File: src/sv/cmwc_pkg.sv
// Shared types and constants for the CMWC random generator.
// Used by the channel interfaces, the remainder unit and the core.
`timescale 1ns / 1ps

package cmwc_pkg;

    // Data path widths
    localparam int WORD_W = 32;
    localparam int MULT_W = 15;
    localparam int PROD_W = 48;
    localparam int CNT_W  = $clog2(WORD_W + 1);

    // Generator constants
    localparam logic [WORD_W-1:0] GOLDEN_PHI = 32'h9e37_79b9;
    localparam logic [WORD_W-1:0] PHI_X2     = 32'h3c6e_f372;
    localparam logic [WORD_W-1:0] CMWC_R     = 32'hffff_fffe;
    localparam logic [WORD_W-1:0] CARRY_INIT = 32'd362436;
    localparam logic [MULT_W-1:0] CMWC_MULT  = 15'd18782;

    // Request action codes
    typedef enum logic [1:0] {
        ACT_SEED  = 2'd0,
        ACT_RAW   = 2'd1,
        ACT_RANGE = 2'd2
    } t_action;

    // Core sequencer states
    typedef enum logic [2:0] {
        ST_IDLE,
        ST_SEED,
        ST_READ,
        ST_MUL,
        ST_ADD,
        ST_DIV,
        ST_DONE
    } t_state;

    // Remainder unit request and status
    typedef struct packed {
        logic              start;
        logic [WORD_W-1:0] dividend;
        logic [WORD_W-1:0] divisor;
    } t_div_req;

    typedef struct packed {
        logic              done;
        logic [WORD_W-1:0] rem;
    } t_div_sts;

endpackage

File: src/sv/cmwc_div.sv
// Bit-serial restoring remainder unit: one quotient bit per cycle.
// Depends on cmwc_pkg for widths and the request/status structs.
`timescale 1ns / 1ps

module cmwc_div (
    input  logic               i_clk,
    input  logic               i_rst_n,
    input  cmwc_pkg::t_div_req i_req,
    output cmwc_pkg::t_div_sts o_sts
);

    logic                          r_busy;
    logic                          r_done;
    logic [cmwc_pkg::CNT_W-1:0]    r_cnt;
    logic [cmwc_pkg::WORD_W-1:0]   r_rem;
    logic [cmwc_pkg::WORD_W-1:0]   r_dvd;
    logic [cmwc_pkg::WORD_W-1:0]   r_dvs;

    logic [cmwc_pkg::WORD_W:0]     trial;
    logic                          fits;
    logic [cmwc_pkg::WORD_W-1:0]   n_rem;

    // Shift in one dividend bit and subtract when the divisor fits
    always_comb begin
        trial = {r_rem, r_dvd[cmwc_pkg::WORD_W-1]};
        fits  = (trial >= {1'b0, r_dvs});
        if (fits) begin
            n_rem = cmwc_pkg::WORD_W'(trial - {1'b0, r_dvs});
        end else begin
            n_rem = trial[cmwc_pkg::WORD_W-1:0];
        end
    end

    // Control: busy for WORD_W steps, then pulse done
    always_ff @(posedge i_clk) begin
        if (!i_rst_n) begin
            r_busy <= 1'b0;
            r_done <= 1'b0;
            r_cnt  <= '0;
        end else begin
            r_done <= 1'b0;
            if (i_req.start) begin
                r_busy <= 1'b1;
                r_cnt  <= '0;
            end else if (r_busy) begin
                r_cnt <= r_cnt + 1'b1;
                if (r_cnt == cmwc_pkg::CNT_W'(cmwc_pkg::WORD_W - 1)) begin
                    r_busy <= 1'b0;
                    r_done <= 1'b1;
                end
            end
        end
    end

    // Operand and partial remainder registers
    always_ff @(posedge i_clk) begin
        if (i_req.start) begin
            r_rem <= '0;
            r_dvd <= i_req.dividend;
            r_dvs <= i_req.divisor;
        end else if (r_busy) begin
            r_rem <= n_rem;
            r_dvd <= {r_dvd[cmwc_pkg::WORD_W-2:0], 1'b0};
        end
    end

    assign o_sts.done = r_done;
    assign o_sts.rem  = r_rem;

endmodule

File: config.mk
export PLATFORM = sky130hd
export DESIGN_NAME = cmwc_div
export DESIGN_NICKNAME = d
export VERILOG_FILES = /design/src/sv/cmwc_pkg.sv /design/src/sv/cmwc_div.sv
export SDC_FILE = /design/constraint.sdc
export NUM_CORES = 1
export LEC_CHECK = 0
export ABC_AREA = 1
export BUFFER_PORTS_ARGS = -buffer_cell sky130_fd_sc_hd__buf_4
export CAP_MARGIN = 30
export CORE_ASPECT_RATIO = 1.4
export CORE_MARGIN = 2
export CORE_UTILIZATION = 45
export DETAILED_ROUTE_END_ITERATION = 10
export PLACE_DENSITY = 0.62
export SLEW_MARGIN = 5
export SYNTH_ARGS = -nofsm -noshare
export SYNTH_HDL_FRONTEND = slang
export SYNTH_SLANG_ARGS = --single-unit
File: constraint.sdc
create_clock -name i_clk -period 2.7 [get_ports i_clk]
set_input_delay 0.27 -clock i_clk [delete_from_list [all_inputs] [get_ports i_clk]]
set_output_delay 0.27 -clock i_clk [all_outputs]
set_load 0.1 [all_outputs]
Yosys cells after proc, flatten, opt, wreduce, memory -nomap -nowiden
Cells that the tools add are included.
{ "totals": {"ff_bits": 104, "latchBits": 0, "ramBits": 0, "romBits": 0, "inputBits": 67, "out_inout_bits": 33, "wordCells": 22, "memories": 0} }
{ "op_classes": {"n_addsub": 2, "multipliers": 0, "div_mod_pow": 0, "order_cmp": 1, "n_eq_ne": 1, "shifts": 0, "mux": 7, "bitwise": 2, "n_reduce_logical": 3} }
{ "ops": {"columns": ["op", "count"], "rows": [
  ["32-bit 2-to-1 mux", 3],
  ["33-bit by 32-bit >= comparator with 1-bit output", 1],
  ["32-bit subtractor", 1],
  ["6-bit by 1-bit adder with 6-bit output (second input constant)", 1],
  ["6-bit by 5-bit == test with 1-bit output (second input constant)", 1],
  ["1-bit 2-to-1 mux", 4],
  ["3-bit OR reduction", 1],
  ["1-bit NOT", 2],
  ["2-bit nonzero test", 1],
  ["2-bit OR reduction", 1]
]} }

Longest topological paths before layout
Gate-level depths: netlist of the first run.
{ "logic_depth": {"ltp_word": 4, "ltp_mapped": 16, "depth_no_buf": 16} }

Least setup slack after synthesis of the first run
No wires, ideal clock.
{ "synth_path": {"path_kind": "reg-to-reg", "start": "register r_rem[23] (netlist bit)", "end": "register r_rem[30] (netlist bit)", "setup_time_ps": 116, "arrival_ps": 2431, "t_required_ps": 2584, "path_slack_ps": 153, "stages_incl_launch_ff": 15, "n_path_buf": 1, "period_less_slack_ps": 2547, "cell_sequence": "dfxtp_1 -> ha_1 -> nand2_1 -> inv_1 -> nand2_1 -> nand2_1 -> inv_1 -> nand2_1 -> nand2_1 -> nand3_2 -> nor2_4 -> buf_2 -> nand3b_1 -> nand3_1 -> nand2_1"} }
{ "synth_between": {"elab_chain_cells": 2, "elab_cells_between_ends": 3, "cone_classes": "add/sub: 1; order compare: 1; mux: 1"} }
{ "synth_lines": {"columns": ["element", "line_no", "rtl"], "rows": [
  ["start, declared", "cmwc_div.sv:15", "logic [cmwc_pkg::WORD_W-1:0] r_rem;"],
  ["start signal, assigned", "cmwc_div.sv:62", "r_rem <= n_rem;"],
  ["32-bit subtractor or 33-bit by 32-bit >= comparator with 1-bit output (tied branches)", "cmwc_div.sv:28, cmwc_div.sv:26", null],
  ["32-bit 2-to-1 mux *", "cmwc_div.sv:27", "if (fits) begin"]
]} }
Every way passes the cells marked *; elsewhere a longest branch is shown, timed or not.
A chain may end at the register's enable or synchronous reset.

Worst setup path in the final report of the first run
{ "layout_path": {"start": "register r_dvs[2] (netlist bit)", "end": "register r_rem[16] (netlist bit)"} }
{ "layout_between": {"elab_chain_cells": 2, "elab_cells_between_ends": 3, "cone_classes": "add/sub: 1; order compare: 1; mux: 1"} }
{ "layout_lines": {"columns": ["element", "line_no", "rtl"], "rows": [
  ["start, declared", "cmwc_div.sv:17", "logic [cmwc_pkg::WORD_W-1:0] r_dvs;"],
  ["start signal, assigned", "cmwc_div.sv:60", "r_dvs <= i_req.divisor;"],
  ["32-bit subtractor or 33-bit by 32-bit >= comparator with 1-bit output (tied branches)", "cmwc_div.sv:28, cmwc_div.sv:26", null],
  ["32-bit 2-to-1 mux *", "cmwc_div.sv:27", null]
]} }
Marks and branches as above.

==> results.cfg, run 1 <==
[placed_design]
place.gp.congestion = 0.8941
portBuffers = 99
post_dp_cell_area_um2 = 7671
hpwl_mm = 13.26

[critical_path]
cp_slowest_cell = edfxtp_1
path_depth = 15
worstPathCellList = inv_1 -> ha_1 -> nand2_1 -> nand2_1 -> nand2_1 -> nand2_1 -> nand2_1 -> nand3_2 -> nand2_2 -> nand2_2 -> nand2_4 -> buf_4 -> nand3_1 -> nand3_1 -> nand2_1
slowest_delay_ps = 380
crit_path_end = r_rem[16]
critPathCaptureType = flop
reg2reg_depth = 15
crit_buf_inv = 2
r2r-start = r_dvs[2]
cp-start-kind = flop
reg2reg_slack_ps = 330
worstReg2RegEnd = r_rem[16]
cp_data_arrival_time_ps = 2630
cp.required_ps = 2950
crit_path_frequent_cell = nand2_1
cp_max_fo = 17
crit_family = simple AND/OR/NAND/NOR gates
crit_type = flop to flop
startpoint = r_dvs[2]

[finish]
nNetsFinal = 1163
final_common_cell = nand2_1
final_util_pct = 54.81
diodes = 0
syn2layout_area_growth_pct = 18.73
final_cell_mix = 391 x nand2_1, 173 x inv_1, 110 x buf_4, 75 x nand3_1, 64 x edfxtp_1
final_area_um2 = 7988
drive_gt1_share_pct = 13.78

[die]
chipHeight_um = 148.7
dieArea_um2 = 15960
fp.dieW_um = 107.3
row_count = 52
io_pins = 100
core_area_um2 = 14570
start_util_pct = 46.16

[grt]
grt-ovfl-total = 0
grt_pass1_vias = 5930
grt_pass1_wl_mm = 28.24
grt_max_degree = 55
track_usage_pct = 22.56
antenna_found_initial = 0

[yosys]
yosysWarnings = 0
synthFlopType = edfxtp_1
synth_nets = 1064
synth_cell_types = 32
avgSynthCellArea_um2 = 6.986
yosysSeqAreaShare_pct = 40.47
synth_area_um2 = 6728
synth_seq_cells = 104
syn_inst = 963
synth_edf_count = 64
async_flop_share_pct = 0

[sta]
hold_viol = 0
rsz0062_at_grt = false
clock_skew_ps = 10.15
maxSlewViolCount = 0
fin_crit_sh_pct = 87.94
max_freq_ghz = 0.4212
worst_pin_slew_ps = 593.2
setup_viol = 0
min_period_ps = 2374
finalSetupTns_ps = 0
max_slew_margin_pct = 60.46

[clocking]
ctsHoldBuffers = 0
post_cts_buffers = 0
cts_tree = yes
cts_sinks = 104
clk_pin_slew_worst_paths_ps = 80
clk_latency_ps = 370
root_buffer = clkbuf_16
htree_num_levels = 3
post_cts_resized = 0
numCtsBuffers = 9
cts_buffer_depth = 2

[drt]
dr.pass1.iters = 7
vias = 6040
drc = 0
drt-total-wl_mm = 17.14
wire_per_inst_um = 13.65
first_iter_violations = 258
via_per_inst = 4.809
drtAntennaViolNets = 0

[power]
leakage_nw = 4.278
p_per_area_nw_per_um2 = 461.3
pwr-share-clk_pct = 38.0
combinationalPowerShare_pct = 12.5
netSwitchingFraction_pct = 26.34
ir_drop_v = 0.0002572
p_int_mw = 2.714
switching_power_mw = 0.9704
sequentialPowerShare_pct = 49.4

[flow_run]
maxCapViolCount = 0

[hold_path]
hold_path_class = input port to flop

[status]
status = finished clean
-- power by group through the flow --
stage	clock [mW]	sequential (mW)	combinational [mW]
after global routing	1.47	1.83	0.523
final	1.40	1.82	0.461
after CTS	1.43	1.82	0.468
after global placement	0	1.85	0.466
after detailed placement	0	1.86	0.465
after floorplan	0	1.86	0.274
-- cell type report --
class / count / area, µm²
clock buffer: 9 / 225.2
clock inverter: 7 / 91.34
fill: 1526 / 6586
inverter: 175 / 656.9
multi-input combinational: 661 / 3209
sequential: 104 / 2723
tap: 189 / 236.5
timing repair buffer: 111 / 845.8
-- how the worst min path moves through the flow --
| stage | start | endpoint | depth (start not counted) |
|---|---|---|---|
| global route | i_req[16] | r_dvs[16] | 1 |
| CTS | i_req[14] | r_dvs[14] | 1 |
| floorplan | i_req[0] | r_dvs[0] | 0 |
| global placement | i_req[3] | r_dvs[3] | 1 |
| detailed placement | i_req[29] | r_dvs[29] | 1 |
| finish | i_req[14] | r_dvs[14] | 1 |
-- per-layer routing --
layer	GRT usage, %	wire length [µm]
met3	2.717	630
met2	40.51	8741
met5	0	0
met1	26.68	7205
met4	10.19	565
-- Yosys cell counts, types with 4 or more instances --
cell type	instances	area, µm²
inv_1	173	649.4
nand3_1	75	375.4
nand2_1	391	1468
nand2_2	5	31.28
nand3b_1	20	150.1
xnor2_1	14	122.6
clkbuf_1	10	37.54
nor3_1	9	45.04
a21oi_1	27	135.1
nor2_1	38	142.6
o21ai_0	8	40.04
buf_6	5	56.30
edfxtp_1	64	1922
o21ai_1	16	80.08
nor2_2	4	25.02
dfxtp_1	40	800.8
buf_2	5	25.02
ha_1	33	412.9
-- logic make-up after synthesis --
kind of cell	count (synthesis)	share of synthesized area [%]
adder cells (fa/ha/maj)	34	6.435
flip-flops	104	40.47
buffers and inverters	198	11.87
XOR/XNOR	15	1.953
AO/OA/AOI/OAI	55	4.240
AND/OR/NAND/NOR	557	35.04
-- flip-flops by register name, summed over array words and instances, names as in the netlist --
name	cells
r_done	1
r_cnt	6
r_dvd	32
r_dvs	32
r_rem	32
r_busy	1
-- worst reg2reg max path, delay by kind of cell (launching register included) --
kind,cells,cell delay (ps)
AND/OR/NAND/NOR,12,1160
buffers and inverters,2,410
flip-flops,1,380
adder cells (fa/ha/maj),1,320
-- metrics by stage --
| step | hold slack [ps] | power [mW] | worst slack, ps | instances |
|---|---|---|---|---|
| floorplan | 368.9 | 2.133 | 153.2 | 963 |
| global placement | 448.9 | 2.320 | 341.1 | 1240 |
| detailed placement | 449.3 | 2.323 | 342.5 | 1240 |
| CTS | 64.33 | 3.719 | 321.4 | 1256 |
| global route | 70.41 | 3.822 | 141.4 | 1256 |
| finish | 74.01 | 3.684 | 325.7 | 1256 |
Note: power is estimated with default switching activity, not from simulation.
==> run 2: changes to the inputs <==
--- a/config.mk
+++ b/config.mk
@@ -6,13 +6,13 @@
 export NUM_CORES = 1
 export LEC_CHECK = 0
 export ABC_AREA = 1
-export BUFFER_PORTS_ARGS = -buffer_cell sky130_fd_sc_hd__buf_4
 export CAP_MARGIN = 30
 export CORE_ASPECT_RATIO = 1.4
 export CORE_MARGIN = 2
 export CORE_UTILIZATION = 45
 export DETAILED_ROUTE_END_ITERATION = 10
-export PLACE_DENSITY = 0.62
+export DONT_BUFFER_PORTS = 1
+export PLACE_DENSITY = 0.57
 export SLEW_MARGIN = 5
 export SYNTH_ARGS = -nofsm -noshare
 export SYNTH_HDL_FRONTEND = slang
==> results.cfg, run 2 (same netlist as run 1, synthesis figures left out) <==
[flow_run]
maxCapViolCount = 0

[power]
leakage_nw = 4.074
p_per_area_nw_per_um2 = 457.1
ir_drop_v = 0.0003456
design_power_total_mw = 3.545

[clocking]
cts_tree = yes
clk_latency_ps = 360
htree_num_levels = 3
clk_pin_slew_worst_paths_ps = 70
numCtsBuffers = 9
root_buffer = clkbuf_16
cts_sinks = 104
cts_buffer_depth = 2

[critical_path]
reg2reg_depth = 14
reg2reg_slack_ps = 230
crit_type = flop to flop
r2r-start = r_dvd[31]
cp.required_ps = 2960
worstReg2RegEnd = r_rem[28]
cp_max_fo = 4
cp-start-kind = flop
cp_data_arrival_time_ps = 2730
critPathCaptureType = flop

[sta]
maxSlewViolCount = 0
max_freq_ghz = 0.4046
hold_viol = 0
min_period_ps = 2472
worst_pin_slew_ps = 933.5
fin_crit_sh_pct = 91.55
max_slew_margin_pct = 37.68
setup_viol = 0
finalSetupTns_ps = 0
rsz0062_at_grt = false
clock_skew_ps = 9.276

[placed_design]
place.gp.congestion = 0.9570
hpwl_mm = 13.11
portBuffers = 0
post_dp_cell_area_um2 = 7138

[finish]
final_cell_mix = 391 x nand2_1, 173 x inv_1, 75 x nand3_1, 64 x edfxtp_1, 40 x dfxtp_1
regArea_um2 = 2723
diodes = 0
final_area_um2 = 7756
syn2layout_area_growth_pct = 15.29
nNetsFinal = 1124
drive_gt1_share_pct = 7.393
multi_input_area_um2 = 3209
final_common_cell = nand2_1
largestRegisters = r_dvd: 32 flops, r_dvs: 32 flops, r_rem: 32 flops
nFillCells = 1554

[drt]
dr.pass1.iters = 5
drt-total-wl_mm = 17.05
vias = 5928
drc = 0
drtAntennaViolNets = 0
wire_per_inst_um = 14.01
via_per_inst = 4.871
first_iter_violations = 250

[status]
status = finished clean

[grt]
grt_pass1_vias = 5793
track_usage_pct = 22.45
grt_pass1_wl_mm = 27.83
grt_max_degree = 69
grt-ovfl-total = 0
antenna_found_initial = 0

[die]
core_area_um2 = 14570
dieArea_um2 = 15960
fp.dieW_um = 107.3
row_count = 52
start_util_pct = 46.16
chipHeight_um = 148.7
io_pins = 100

[hold_path]
min-delay-start = i_req[64]
hold_path_depth = 0
hold_path_class = input port to flop
whs_endpoint = r_dvs[27]
==> run 2: cell count changes in the layout (fill, tap and decap cells not counted), sizes merged <==
cell / previous run / this run
clkinvlp: 3 / 0
clkinv: 1 / 3
bufinv: 1 / 0
inv: 177 / 179
buf: 111 / 40
dlygate4sd3: 0 / 32
==> run 2: cell type report <==
cell class                      count  area share (%)
Multi-Input combinational cell    661           41.38
Timing Repair Buffer               72           8.163
Tap cell                          189           3.049
Clock inverter                      7          0.9356
Inverter                          175           8.469
Sequential cell                   104           35.10
Clock buffer                        9           2.904
==> run 2: how the worst max path moves through the flow <==
| stage | startpoint | to | slack [ps] |
|---|---|---|---|
| 6_report | r_dvd[31] | r_rem[28] | 230 |
| 5_1_grt | r_dvd[31] | r_rem[28] | 60 |
| 4_1_cts | r_dvd[31] | r_rem[28] | 210 |
| 2_1_floorplan | r_rem[23] | r_rem[30] | 150 |
| 3_5_place_dp | r_dvd[31] | r_rem[28] | 220 |
| 3_3_place_gp | r_dvd[31] | r_rem[28] | 200 |
==> run 2: routing by layer <==
layer / track usage [%] / up-vias / part of all wire, % / routed length [µm]
met1: 26.17 / 2682 / 42 / 7214
li1: - / 3107 / - / -
met3: 3.988 / 22 / 3.5 / 592
met4: 7.756 / 0 / 2.2 / 367
met5: 0 / - / 0 / 0
met2: 40.98 / 117 / 52 / 8878
==> run 2: repair_timing <==
action                                 CTS  global route
endpoints found under the hold margin   32             0
setup buffers                            0             0
setup endpoints to repair                0             0
resized for setup                        0             0
hold buffers                            32             0
==> run 2: report_power, final <==
| part | switching [mW] | internal, mW |
|---|---|---|
| clock | 0.667 | 0.654 |
| combinational | 0.256 | 0.151 |
| sequential | 0.0271 | 1.79 |
| total | 0.950 | 2.60 |
==> run 2: through the flow <==
| step | worst slack [ps] | cells | hold slack, ps | util (%) |
|---|---|---|---|---|
| after global routing | 55.13 | 1217 | 4.140 | 53.22 |
| after floorplan | 153.2 | 963 | 368.9 | - |
| after global placement | 200.2 | 1169 | 368.9 | 48.98 |
| final | 228.3 | 1217 | 19.11 | 53.22 |
| after detailed placement | 223.7 | 1169 | 368.9 | 48.98 |
| after CTS | 212.7 | 1217 | 10.36 | 53.22 |
==> run 2: critical path, cell delays in order, from the launching register on <==
cell and delay [ps]:
edfxtp_1 360, inv_1 140, ha_1 170, inv_1 80, fa_1 450, nand3_1 120, nand3_1 160, nand3_1 110
nand3_1 220, nand2_1 200, nand3_1 90, nand2_1 90, nand2_1 50, nand3_1 80, nand2_1 50
==> run 3: changes to the inputs <==
--- a/config.mk
+++ b/config.mk
@@ -8,7 +8,7 @@
 export ABC_AREA = 1
 export CAP_MARGIN = 30
 export CORE_ASPECT_RATIO = 1.4
-export CORE_MARGIN = 2
+export CORE_MARGIN = 4
 export CORE_UTILIZATION = 45
 export DETAILED_ROUTE_END_ITERATION = 10
 export DONT_BUFFER_PORTS = 1
==> results.cfg, run 3 (same netlist as run 1, synthesis figures left out) <==
[sta]
hold_viol = 0
fin_crit_sh_pct = 93.22
max_freq_ghz = 0.3973
clock_skew_ps = 9.732
maxSlewViolCount = 0
finalSetupTns_ps = 0
worst_pin_slew_ps = 930.1
rsz0062_at_grt = false
max_slew_margin_pct = 37.91
setup_viol = 0
whs_ps = 21.26
fin_ws_ps = 183.1
min_period_ps = 2517

[die]
io_pins = 100
start_util_pct = 46.16
core_area_um2 = 14570
row_count = 52
dieArea_um2 = 17000
fp.dieW_um = 111.3
chipHeight_um = 152.7

[grt]
met2_usage_pct = 39.32
use_met1_pct = 24.32
antenna_found_initial = 0
busiest_layer = met2
grt_pass1_vias = 6083
grt_pass1_wl_mm = 29.30
grt-ovfl-total = 0
use_met3_pct = 3.298
grt_max_degree = 69
track_usage_pct = 21.42

[finish]
final_cell_mix = 391 x nand2_1, 173 x inv_1, 75 x nand3_1, 64 x edfxtp_1, 40 x dfxtp_1
syn2layout_area_growth_pct = 15.66
diodes = 0
final_common_cell = nand2_1
drive_gt1_share_pct = 7.393
largestRegisters = r_dvd: 32 flops, r_dvs: 32 flops, r_rem: 32 flops
final_util_pct = 53.39
nNetsFinal = 1124

[clocking]
cts_buffer_depth = 2
htree_num_levels = 3
clk_latency_ps = 360
numCtsBuffers = 9
post_cts_resized = 0
clk_pin_slew_worst_paths_ps = 80
cts_sinks = 104
cts_tree = yes
root_buffer = clkbuf_16

[flow_run]
maxCapViolCount = 0

[placed_design]
pre_cts_slack_ps = 214.5
hpwl_mm = 13.41
place.gp.congestion = 0.9291
portBuffers = 0

[hold_path]
hold_path_depth = 0
min-delay-start = i_req[64]
hold_path_class = input port to flop
whs_endpoint = r_dvs[27]

[drt]
drc = 0
wire_per_inst_um = 14.40
first_iter_violations = 252
dr.pass1.iters = 5
drt-total-wl_mm = 17.53
via_per_inst = 4.824
vias = 5871
drtAntennaViolNets = 0

[critical_path]
cp_max_fo = 4
reg2reg_depth = 14
critPathCaptureType = flop
r2r-start = r_dvd[31]
cp.required_ps = 2960
reg2reg_slack_ps = 180
worstReg2RegEnd = r_rem[28]
crit_type = flop to flop
cp_data_arrival_time_ps = 2770
cp-start-kind = flop

[power]
p_per_area_nw_per_um2 = 469.5
leakage_nw = 4.082
design_power_total_mw = 3.653
ir_drop_v = 0.0003231

[status]
status = finished clean
## run 3: cell types whose count changed in the layout (fill, tap and decap cells not counted), sizes merged
cell	previous run	this run
bufinv	0	1
inv	179	178
## run 3: how the worst max path moves through the flow
| stage | from | end | depth (start not counted) |
|---|---|---|---|
| floorplan | r_rem[23] | r_rem[30] | 14 |
| global placement | r_dvd[31] | r_rem[28] | 14 |
| detailed placement | r_dvd[31] | r_rem[28] | 14 |
| CTS | r_dvd[31] | r_rem[28] | 14 |
| global route | r_dvd[31] | r_rem[28] | 14 |
| finish | r_dvd[31] | r_rem[28] | 14 |
## run 3: power breakdown
group	switching [mW]	leakage (nW)	internal, mW
registers	0.0275	0.965	1.79
logic	0.254	2.96	0.149
clock network	0.683	0.157	0.748
total	0.964	4.08	2.69
## run 3: critical path, cell delays in order, from the launching register on
cell	delay [ps]
edfxtp_1	370
inv_1	160
ha_1	170
inv_1	80
fa_1	480
nand3_1	120
nand3_1	180
nand3_1	120
nand3_1	170
nand2_1	210
nand3_1	100
nand2_1	80
nand2_1	50
nand3_1	70
nand2_1	50
## run 3: timing repair
item | CTS | global route
hold buffers | 32 | 0
hold endpoints to repair | 32 | 0
buffers inserted | 0 | 0
## run 3: cell type report
| cell class | instances | area (µm²) |
|---|---|---|
| fill | 1544 | 6793 |
| multi-input combinational | 661 | 3209 |
| sequential | 104 | 2723 |
| inverter | 175 | 656.9 |
| timing repair buffer | 72 | 633.1 |
| tap | 189 | 236.5 |
| clock buffer | 9 | 225.2 |
| clock inverter | 7 | 97.59 |
## run 3: metrics by stage
step	instances	instance area (µm²)
floorplan	963	6728
global placement	1169	7138
detailed placement	1169	7138
CTS	1217	7781
global route	1217	7781
finish	1217	7781
## run 3: metal layers
layer / up-vias / share of wire [%]
met3: 32 / 4.8
met5: - / 0
met2: 116 / 51
met4: 0 / 3.1
li1: 3101 / -
met1: 2622 / 41
